--- src/rtl/camera_command_state_machine_macros.svh ---
// ---------------------------------------------------------------------------
// Assertion macros for the camera command state machine
// ---------------------------------------------------------------------------
`ifndef CAMERA_COMMAND_STATE_MACHINE_MACROS_SVH
`define CAMERA_COMMAND_STATE_MACHINE_MACROS_SVH

// Condition that must hold at every clock edge outside reset
`define CCSM_ASSERT(lbl, cond, msg) \
  lbl: assert property (@(posedge clk_i) disable iff (!rst_ni) (cond)) else $error(msg);

// Antecedent in one cycle implies consequent in the same cycle
`define CCSM_ASSERT_IMP(lbl, ante, cons, msg) \
  lbl: assert property (@(posedge clk_i) disable iff (!rst_ni) (ante) |-> (cons)) \
    else $error(msg);

`endif

--- src/rtl/ccsm_pkg.sv ---
// ---------------------------------------------------------------------------
// ccsm_pkg
// Types, codes and constants of the camera command state machine.
// ---------------------------------------------------------------------------
package ccsm_pkg;

  localparam int NumImagingParams = 2;
  localparam int IdxW = (NumImagingParams > 1) ? $clog2(NumImagingParams) : 1;

  localparam int CfgIdxW  = 1;
  localparam int CfgDataW = 16;

  // configuration register indexes
  localparam logic [CfgIdxW-1:0] CfgCaptureTicks = 1'd0;
  localparam logic [CfgIdxW-1:0] CfgReserveSize  = 1'd1;

  localparam logic [15:0] CaptureTicksRst = 16'd1000;
  localparam logic [15:0] ReserveSizeRst  = 16'd1024;

  // command and request codes
  localparam logic [7:0] CmdOpen        = 8'd0;
  localparam logic [7:0] CmdActivate    = 8'd1;
  localparam logic [7:0] CmdClose       = 8'd2;
  localparam logic [7:0] CmdSensorOn    = 8'd32;
  localparam logic [7:0] CmdSensorOff   = 8'd33;
  localparam logic [7:0] CmdSetParam    = 8'd34;
  localparam logic [7:0] CmdSelectParam = 8'd36;
  localparam logic [7:0] CmdConfigure   = 8'd38;
  localparam logic [7:0] CmdCapture     = 8'd39;
  localparam logic [7:0] ReqStatus      = 8'd129;
  localparam logic [7:0] ReqCloseErr    = 8'd133;
  localparam logic [7:0] ReqSessionId   = 8'd134;
  localparam logic [7:0] ReqSize        = 8'd135;
  localparam logic [7:0] ReqParam       = 8'd137;

  // session and capture phases
  localparam logic [1:0] SessClosed = 2'd0;
  localparam logic [1:0] SessOpen   = 2'd1;
  localparam logic [1:0] SessActive = 2'd2;
  localparam logic [1:0] CapIdle    = 2'd0;
  localparam logic [1:0] CapBusy    = 2'd2;

  localparam logic OpCommand = 1'b0;
  localparam logic OpTick    = 1'b1;

  typedef struct packed {
    logic              op;
    logic [7:0]        cmd_code;
    logic signed [31:0] arg_a;
    logic signed [31:0] arg_b;
  } in_t;

  typedef struct packed {
    logic [7:0]         resp_id;
    logic signed [31:0] word_a;
    logic [1:0]         word_b;
    logic               word_c;
    logic [1:0]         word_d;
    logic               word_e;
  } out_t;

  function automatic logic [31:0] param_rst(int i);
    logic [31:0] v;
    v = 32'd0;
    if (i == 0) v = 32'd2;
    else if (i == 1) v = 32'd4;
    return v;
  endfunction

endpackage

--- src/rtl/camera_command_state_machine.sv ---
// ---------------------------------------------------------------------------
// camera_command_state_machine
// Command processor of an imaging sensor: session, sensor and capture control.
// ---------------------------------------------------------------------------
// Use:
//   Input channel (in_valid_i / in_stall_o / in_word_i) carries either a
//   command word (op = 0) or one time tick (op = 1). Requests (129, 133, 134,
//   135, 137) return one response word on the output channel
//   (out_valid_o / out_stall_i / out_word_o); everything else returns none.
//   A word is taken at an edge with valid high and stall low.
//   Path: a request taken into the input register gives its response in the
//   result register, where the receiver can take it; a result register that
//   is still full holds it back. Throughput: one word per cycle while nothing stalls,
//   set by the single pass of guarded updates between the two registers.
//   When the receiver stalls, the response holds in the result register; the
//   input register still drains words that give no response, and stalls the
//   sender only once a second response is waiting behind the first.
//   Configuration (cfg_we_i, cfg_idx_i, cfg_data_i) is to be written only
//   while idle; the block does not enforce it. Reset clears sessions to
//   closed, session number to all ones, table and both registers to defaults.
// ---------------------------------------------------------------------------
`include "camera_command_state_machine_macros.svh"

module camera_command_state_machine (
  input  logic                                clk_i,
  input  logic                                rst_ni,
  input  logic                                in_valid_i,
  output logic                                in_stall_o,
  input  ccsm_pkg::in_t                       in_word_i,
  output logic                                out_valid_o,
  input  logic                                out_stall_i,
  output ccsm_pkg::out_t                      out_word_o,
  input  logic                                cfg_we_i,
  input  logic [ccsm_pkg::CfgIdxW-1:0]        cfg_idx_i,
  input  logic [ccsm_pkg::CfgDataW-1:0]       cfg_data_i
);
  import ccsm_pkg::*;

  logic [15:0] capture_ticks_q, reserve_size_q;

  logic        in_valid_q;
  in_t         in_q;
  logic        out_valid_q;
  out_t        out_q;

  logic [15:0] session_num_q, session_num_d;
  logic [1:0]  session_phase_q, session_phase_d;
  logic        configured_q, configured_d;
  logic        sensor_on_q, sensor_on_d;
  logic [1:0]  capture_phase_q, capture_phase_d;
  logic [15:0] elapsed_q, elapsed_d;
  logic [15:0] rep_size_q, rep_size_d;
  logic [31:0] table_q [NumImagingParams];
  logic        tbl_we;
  logic [IdxW-1:0] tbl_idx;
  logic [IdxW-1:0] sel_q, sel_d;

  logic        is_req, out_free, adv, idx_ok;
  logic [15:0] elapsed_inc;
  out_t        resp_d;

  // configuration registers
  always_ff @(posedge clk_i or negedge rst_ni) begin
    if (!rst_ni) begin
      capture_ticks_q <= CaptureTicksRst;
      reserve_size_q  <= ReserveSizeRst;
    end else if (cfg_we_i) begin
      case (cfg_idx_i)
        CfgCaptureTicks: capture_ticks_q <= cfg_data_i;
        CfgReserveSize:  reserve_size_q  <= cfg_data_i;
        default: ;
      endcase
    end
  end

  // handshake
  always_comb begin
    is_req   = (in_q.op == OpCommand) &&
               (in_q.cmd_code inside {ReqStatus, ReqCloseErr, ReqSessionId, ReqSize,
                                      ReqParam});
    out_free = !out_valid_q || !out_stall_i;
    adv      = in_valid_q && (!is_req || out_free);
  end

  assign in_stall_o  = in_valid_q && !adv;
  assign out_valid_o = out_valid_q;
  assign out_word_o  = out_q;

  always_ff @(posedge clk_i or negedge rst_ni) begin
    if (!rst_ni) begin
      in_valid_q <= 1'b0;
    end else if (!in_stall_o) begin
      in_valid_q <= in_valid_i;
    end
  end

  always_ff @(posedge clk_i) begin
    if (in_valid_i && !in_stall_o) begin
      in_q <= in_word_i;
    end
  end

  // one pass of guarded updates for the word in the input register
  always_comb begin
    session_num_d   = session_num_q;
    session_phase_d = session_phase_q;
    configured_d    = configured_q;
    sensor_on_d     = sensor_on_q;
    capture_phase_d = capture_phase_q;
    elapsed_d       = elapsed_q;
    rep_size_d      = rep_size_q;
    sel_d           = sel_q;
    tbl_we          = 1'b0;
    tbl_idx         = in_q.arg_a[IdxW-1:0];
    idx_ok          = $unsigned(in_q.arg_a) < 32'(NumImagingParams);
    elapsed_inc     = (elapsed_q != 16'hFFFF) ? elapsed_q + 16'd1 : elapsed_q;
    resp_d          = '0;
    resp_d.resp_id  = in_q.cmd_code;

    if (in_q.op == OpTick) begin
      if (capture_phase_q == CapBusy) begin
        elapsed_d = elapsed_inc;
        if (elapsed_inc >= capture_ticks_q) capture_phase_d = CapIdle;
      end
    end else begin
      case (in_q.cmd_code)
        CmdOpen: begin
          session_num_d   = session_num_q + 16'd1;
          session_phase_d = SessOpen;
        end
        CmdActivate: begin
          if (session_phase_q == SessOpen && configured_q) begin
            rep_size_d      = reserve_size_q;
            session_phase_d = SessActive;
          end
        end
        CmdClose: begin
          session_phase_d = SessClosed;
          configured_d    = 1'b0;
          sensor_on_d     = 1'b0;
          capture_phase_d = CapIdle;
        end
        CmdSensorOn:  sensor_on_d = 1'b1;
        CmdSensorOff: sensor_on_d = 1'b0;
        CmdSetParam: begin
          configured_d = 1'b0;
          tbl_we       = idx_ok;
        end
        CmdSelectParam: begin
          if (idx_ok) sel_d = in_q.arg_a[IdxW-1:0];
        end
        CmdConfigure: begin
          if (session_phase_q == SessOpen) configured_d = 1'b1;
        end
        CmdCapture: begin
          if (session_phase_q == SessActive && configured_q && sensor_on_q) begin
            capture_phase_d = CapBusy;
            elapsed_d       = 16'd0;
          end
        end
        ReqStatus: begin
          resp_d.word_a = 32'(session_phase_q);
          resp_d.word_b = {1'b0, configured_q};
          resp_d.word_c = sensor_on_q;
          resp_d.word_d = capture_phase_q;
        end
        ReqSessionId: resp_d.word_a = {{16{session_num_q[15]}}, session_num_q};
        ReqSize:      resp_d.word_a = {16'd0, rep_size_q};
        ReqParam: begin
          if (32'(sel_q) < 32'(NumImagingParams)) resp_d.word_a = table_q[sel_q];
        end
        default: ;
      endcase
    end
  end

  always_ff @(posedge clk_i or negedge rst_ni) begin
    if (!rst_ni) begin
      session_num_q   <= 16'hFFFF;
      session_phase_q <= SessClosed;
      configured_q    <= 1'b0;
      sensor_on_q     <= 1'b0;
      capture_phase_q <= CapIdle;
      elapsed_q       <= 16'd0;
      rep_size_q      <= 16'd0;
      sel_q           <= '0;
      for (int i = 0; i < NumImagingParams; i++) begin
        table_q[i] <= param_rst(i);
      end
    end else if (adv) begin
      session_num_q   <= session_num_d;
      session_phase_q <= session_phase_d;
      configured_q    <= configured_d;
      sensor_on_q     <= sensor_on_d;
      capture_phase_q <= capture_phase_d;
      elapsed_q       <= elapsed_d;
      rep_size_q      <= rep_size_d;
      sel_q           <= sel_d;
      if (tbl_we) table_q[tbl_idx] <= in_q.arg_b;
    end
  end

  // result register
  always_ff @(posedge clk_i or negedge rst_ni) begin
    if (!rst_ni) begin
      out_valid_q <= 1'b0;
    end else if (out_free) begin
      out_valid_q <= adv && is_req;
    end
  end

  always_ff @(posedge clk_i) begin
    if (adv && is_req) begin
      out_q <= resp_d;
    end
  end

  `CCSM_ASSERT_IMP(a_cfg_needs_session, configured_q, session_phase_q != SessClosed,
                   "configured while closed")
  `CCSM_ASSERT_IMP(a_cap_needs_session, capture_phase_q == CapBusy,
                   session_phase_q != SessClosed, "capture busy while closed")
  `CCSM_ASSERT_IMP(a_stall_cause, in_stall_o, out_valid_q && out_stall_i,
                   "input stalled with result slot free")
  `CCSM_ASSERT(a_phase_legal, session_phase_q <= SessActive, "illegal session phase")

endmodule

--- config.mk ---
export PLATFORM = sky130hd
export DESIGN_NAME = camera_command_state_machine
export DESIGN_NICKNAME = d
export VERILOG_FILES = /design/src/rtl/ccsm_pkg.sv /design/src/rtl/camera_command_state_machine.sv
export VERILOG_INCLUDE_DIRS = /design/src /design/src/rtl
export SDC_FILE = /design/constraint.sdc
export NUM_CORES = 1
export LEC_CHECK = 0
export BUFFER_PORTS_ARGS = -buffer_cell sky130_fd_sc_hd__buf_2
export CAP_MARGIN = 10
export CORE_MARGIN = 2
export CORE_UTILIZATION = 40
export DETAILED_ROUTE_END_ITERATION = 7
export GPL_TIMING_DRIVEN = 0
export RECOVER_POWER = 50
export SLEW_MARGIN = 0
export SYNTH_ARGS = -nofsm -noshare
export SYNTH_HDL_FRONTEND = slang
export SYNTH_SLANG_ARGS = --single-unit
export TNS_END_PERCENT = 50
--- constraint.sdc ---
create_clock -name clk_i -period 8.5 [get_ports clk_i]
set_clock_uncertainty 0.1 [all_clocks]
set_input_delay 1.7 -clock clk_i [delete_from_list [all_inputs] [get_ports clk_i]]
set_output_delay 1.7 -clock clk_i [all_outputs]
set_load 0.005 [all_outputs]
==> results.cfg, run 1 <==
[run_status]
status = complete, but fails checks
violations = max-capacitance violations, max-slew violations

[floorplan]
fp.dieArea_mm2 = 0.0302
io_pins = 143
num_rows = 62
start_util_pct = 40.4
die_x_um = 174
core-area_mm2 = 0.0285
die_y_um = 174

[routing]
routedWlPerCell_um = 17.5
drt-total-wl_um = 25200
drtPass1Iterations = 5
vias = 7383
drt-initial-drc-count = 450
drc = 0
antenna_left = 0
viasPerCell = 5.12

[clock_tree]
htreeDepth = 1
clk_latency_ns = 0.55
clkSinkCount = 268
ctsResizeCount = 0
clkTransAtPathRegs_ns = 0.05
clockRootBuffer = clkbuf_16
tritoncts = yes
cts_setup_buffers = 0
ctsLongestPathBuffers = 3
cts_buffers = 30
hold_buffers = 0

[placed_design]
io_buffers = 139
post-dp-hpwl_um = 17900
place_congestion = 0.812

[worst_hold_path]
holdCritStartpoint = in_q[69]
hold_class = flop to flop

[yosys]
yosysTopAreaCell = edfxtp_1
yosys-top-cells-area = edfxtp_1 30%, dfrtp_1 28%, mux2_2 13%
synth_seq_cells = 268
synth_edf_count = 116
synth_area_mm2 = 0.0115
yosysTopAreaCellShare_pct = 30.2
synthArstFlopShare_pct = 56.7
synth-main-ff-cell = dfrtp_1
syn_area_per_cell_um2 = 13.5
yosysSeqAreaShare_pct = 63.5
yosysUniqueCellTypes = 68
yosysWarningCount = 0
syn-instance-count = 856

[run]
cap_violations = 1

[global_routing]
antenna_found_initial = 0
gr-total-overflow = 0
gr-usage-all-layers_pct = 16.8
grt_pass1_vias = 7364
grt_pass1_wl_um = 40400
grt_max_degree = 86

[sta]
fin_crit_ns = 4.89
max_freq_ghz = 0.205
max_slew.worst_pin.slew_ns = 3.73
final-setup-viol-count = 0
maxSlewViolCount = 68
slew_headroom_pct = -149
setup_tns_ns = 0
grt_setup_unrepaired = false
fin_crit_sh_pct = 57.5
hold_violations = 0

[critical_path]
crit_start = in_q[69]
cp.arrival_ns = 3.09
cp_data_required_time_ns = 6.70
critPathMaxFanout = 9
crit_type = flop to primary output
r2r_start = elapsed_q[1]
start_kind = flop
endpoint_kind = primary output

[pwr]
vdd_drop_max_mv = 0.167
power.leakage_nw = 5.74
p_per_area_mw_per_mm2 = 207

[cells_and_area]
drive_above_1_share_pct = 35.5
diodes = 0
nNetsFinal = 1147
final_core_utilization_pct = 48.6
fill_cells = 2589
areaGrowthSynthToFinish_pct = 20.3
cells in the final DEF, fill, tap and decap left out, types with 4 or more instances in the layout:
cell type and instances:
inv_1 25, buf_2 147, clkbuf_8 10, dfrtp_1 127, a22oi_1 14, nor3_1 13, xnor2_1 20, ha_1 18
and3_1 8, edfxtp_1 116, or4_1 6, and4_1 4, mux2_2 132, clkbuf_1 34, buf_4 6, nand3_1 24
nor4_1 14, nor2b_1 6, nand2_1 82, nand4b_1 4, o21ai_0 24, clkbuf_16 31, xor2_1 9, or3_1 4
nor2_1 25, nand4_1 12, dfstp_2 25, clkinv_2 6, a21oi_1 46
per-stage QoR:
step / total power, W / cells / cell area, um2 / setup WS [ns] / hold WS (ns)
after floorplan: 0.00149 / 858 / 11500 / 2.79 / 0.325
after global placement: 0.00155 / 1381 / 12700 / 1.03 / 0.361
after detailed placement: 0.00156 / 1386 / 12900 / 4.16 / 0.372
after CTS: 0.00291 / 1442 / 13900 / 3.54 / 0.385
after global routing: 0.00298 / 1442 / 13900 / 3.04 / 0.401
final: 0.00287 / 1442 / 13900 / 3.61 / 0.372
logic make-up (layout without fill, tap and decap cells):
kind of cell	count (synthesis)	after routing	share of synthesized area [%]
AO/OA/AOI/OAI	116	116	6.23
XOR/XNOR	29	29	2.20
adder cells (fa/ha/maj)	18	18	1.95
buffers and inverters	69	269	2.66
flip-flops	268	268	63.5
multiplexers	134	134	13.1
other	1	3	0.0325
AND/OR/NAND/NOR	221	221	10.3
final timing paths:
check	to	slack, ns	cells past startpoint
setup / recovery	in_stall_o	3.61	7
min in group asynchronous	rep_size_q[10]	2.33	1
setup reg to reg	capture_phase_q[1]	4.32	13
hold / removal	out_word_o[43]	0.37	0
hold reg to reg	out_word_o[43]	0.37	0
max in group asynchronous	table_q[19]	3.86	1
routing by layer:
layer	track usage (%)	vias to the layer above	wire length, um	share of wire, %
li1	-	3514	-	-
met1	23.0	3653	11300	45
met2	27.8	180	12100	48
met3	2.96	36	1230	4.9
met4	4.17	0	541	2.1
met5	0	-	0	0
power breakdown:
group	leakage, nW	internal [W]	switching (W)
clock network	0.527	0.000841	0.000503
logic	2.18	0.0000459	0.0000628
registers	3.03	0.00140	0.0000191
total	5.74	0.00229	0.000585
registers in the layout, summed over array words and instances, names as in the netlist, 2 cells and up:
register	cells
table_q	64
in_q	73
rep_size_q	16
elapsed_q	16
out_word_o	43
session_phase_q	2
reserve_size_q	16
session_num_q	16
capture_ticks_q	16
synth_stat cells, types with 2 or more instances:
library cell / number
nor2b_1: 7
o2111ai_1: 3
or4_1: 6
o22ai_1: 2
o21ai_1: 2
and3_1: 8
and4b_1: 2
xnor2_1: 20
and4_1: 4
nor3_1: 12
nand4b_1: 4
xor2_1: 9
a21oi_1: 47
dfrtp_1: 127
clkbuf_1: 23
a31oi_1: 2
nand4_1: 11
a222oi_1: 2
nand2b_1: 2
or3_1: 4
o21ai_0: 24
nand3_1: 24
a2111oi_0: 3
mux2_2: 133
o211ai_1: 3
clkbuf_2: 2
buf_2: 12
o41ai_1: 2
nor3_2: 2
inv_1: 25
buf_4: 6
edfxtp_1: 116
ha_1: 18
nor4_1: 12
o21a_1: 2
nand2_1: 82
dfstp_2: 25
or4b_1: 2
nor2_1: 24
a22oi_1: 14
area by class of cell:
class	instances	area (um2)	area share [%]
inverter	25	93.8	0.677
clock buffer	47	936	6.75
multi-input combinational	521	3890	28.0
timing repair buffer	144	816	5.89
tap	384	480	3.47
clock inverter	9	120	0.867
buffer	44	209	1.51
sequential	268	7320	52.8
worst max-delay path, cell delays in order (launching register included):
cell and delay (ns):
edfxtp_1 0.39, clkbuf_1 0.21, or4b_1 0.50, clkbuf_1 0.22, a2111oi_0 0.45, nand3_1 0.30, nor2_1 0.31, buf_2 0.17
Power figures use the tool's default switching activity.
==> inputs of run 2 (changes only) <==
==> constraint.sdc (replaced) <==
create_clock -name clk_i -period 5 [get_ports clk_i]
set_clock_uncertainty 0.1 [all_clocks]
set_input_delay 1 -clock clk_i [delete_from_list [all_inputs] [get_ports clk_i]]
set_output_delay 1 -clock clk_i [all_outputs]
set_load 0.005 [all_outputs]
==> results.cfg, run 2 (synthesized netlist as in run 1, its figures left out) <==
[clock_tree]
tritoncts = yes
cts_setup_buffers = 0
hold_buffers = 0
clockRootBuffer = clkbuf_16
ctsResizeCount = 0
htreeDepth = 1
ctsLongestPathBuffers = 3
clkTransAtPathRegs_ns = 0.06
cts_buffers = 30
clk_latency_ns = 0.55
clkSinkCount = 268

[sta]
fin_crit_sh_pct = 83.7
grt_setup_unrepaired = false
maxSlewViolCount = 55
final-setup-viol-count = 0
fin_crit_ns = 4.19
max_slew.worst_pin.slew_ns = 3.13
slew_headroom_pct = -109
max_freq_ghz = 0.239
hold_violations = 0

[cells_and_area]
areaGrowthSynthToFinish_pct = 19.7
largest_reg_flops = 73
diodes = 0
layout_common_cells = 141 x buf_2, 133 x mux2_2, 127 x dfrtp_1
final_design_area_no_fill_mm2 = 0.0138
final_common_cell = buf_2
nNetsFinal = 1147
fill_cells = 2576
drive_above_1_share_pct = 35.3
top_register = in_q
final_cells = 1442

[critical_path]
rr_endpoint = capture_phase_q[1]
start_kind = flop
crit_start = in_q[69]
reg2reg_depth = 13
crit_type = flop to primary output
r2r_slack_ns = 0.90
r2r_start = elapsed_q[1]
critPathMaxFanout = 9
endpoint_kind = primary output
cp_data_required_time_ns = 3.90
setup.worst_path.end = in_stall_o
cp.arrival_ns = 3.09

[routing]
vias = 7357
drc = 0
viasPerCell = 5.10
antenna_left = 0
routedWlPerCell_um = 17.4
drt-total-wl_um = 25100
drtPass1Iterations = 5
drt-initial-drc-count = 496

[floorplan]
num_rows = 62
fp.dieArea_mm2 = 0.0302
io_pins = 143
start_util_pct = 40.4
die_x_um = 174
die_y_um = 174
core-area_mm2 = 0.0285

[placed_design]
io_buffers = 139
place_congestion = 0.819
post-dp-hpwl_um = 17700
place_area_mm2 = 0.0129
dp_cells = 1386

[run_status]
violations = max-capacitance violations, max-slew violations
status = complete, but fails checks

[worst_hold_path]
hold_class = flop to flop

[global_routing]
gr-usage-all-layers_pct = 16.8
antenna_found_initial = 0
gr-total-overflow = 0
grt_pass1_vias = 7366
grt_pass1_wl_um = 40500
grt_max_degree = 99

[pwr]
power.leakage_nw = 5.70
vdd_drop_max_mv = 0.288
p_per_area_mw_per_mm2 = 344

[run]
cap_violations = 1
-- run 2: worst min path at each step --
stage / from / to / cells past startpoint
3_5_place_dp: in_q[69] / out_word_o[43] / 0
4_1_cts: rst_ni / capture_ticks_q[2] / 1
3_3_place_gp: in_q[69] / out_word_o[43] / 0
5_1_grt: in_q[69] / out_word_o[43] / 0
6_report: in_q[69] / out_word_o[43] / 0
2_1_floorplan: in_q[69] / out_word_o[43] / 0
-- run 2: through the flow --
stage / hold slack [ns] / total power (W) / utilization, % / TNS [ns] / setup slack [ns]
finish: 0.360 / 0.00475 / 48.3 / 0 / 0.814
global route: 0.387 / 0.00495 / 48.3 / 0 / 0.538
CTS: 0.281 / 0.00482 / 48.5 / 0 / 0.717
detailed placement: 0.356 / 0.00265 / 45.0 / 0 / 0.855
global placement: 0.362 / 0.00263 / 44.5 / -50.92 / -1.19
floorplan: 0.325 / 0.00253 / - / 0 / 0.700
-- run 2: power by group --
group / leakage [nW] / internal, W / switching [W]
logic: 2.17 / 0.0000777 / 0.000108
clock network: 0.491 / 0.00128 / 0.000870
registers: 3.03 / 0.00238 / 0.0000327
-- run 2: cell type report --
class | count | area, um2 | area share [%]
Clock buffer | 40 | 841 | 6.09
Buffer | 44 | 213 | 1.54
Clock inverter | 16 | 138 | 0.998
Inverter | 25 | 93.8 | 0.680
Multi-Input combinational cell | 521 | 3910 | 28.3
Tap cell | 384 | 480 | 3.48
Sequential cell | 268 | 7320 | 53.0
Timing Repair Buffer | 144 | 806 | 5.84
-- run 2: worst max-delay path: stages, from the launching register on --
cell and delay (ns):
edfxtp_1 0.39, clkbuf_2 0.18, or4b_1 0.48, clkbuf_1 0.22, a2111oi_0 0.51, nand3_1 0.29
nor2_1 0.30, buf_2 0.17
-- run 2: routing by layer --
layer  global-route usage [%]  wire, um
met2                     27.8     12000
met5                        0         0
met1                     23.3     11500
met4                     3.68       452
met3                     3.07      1110
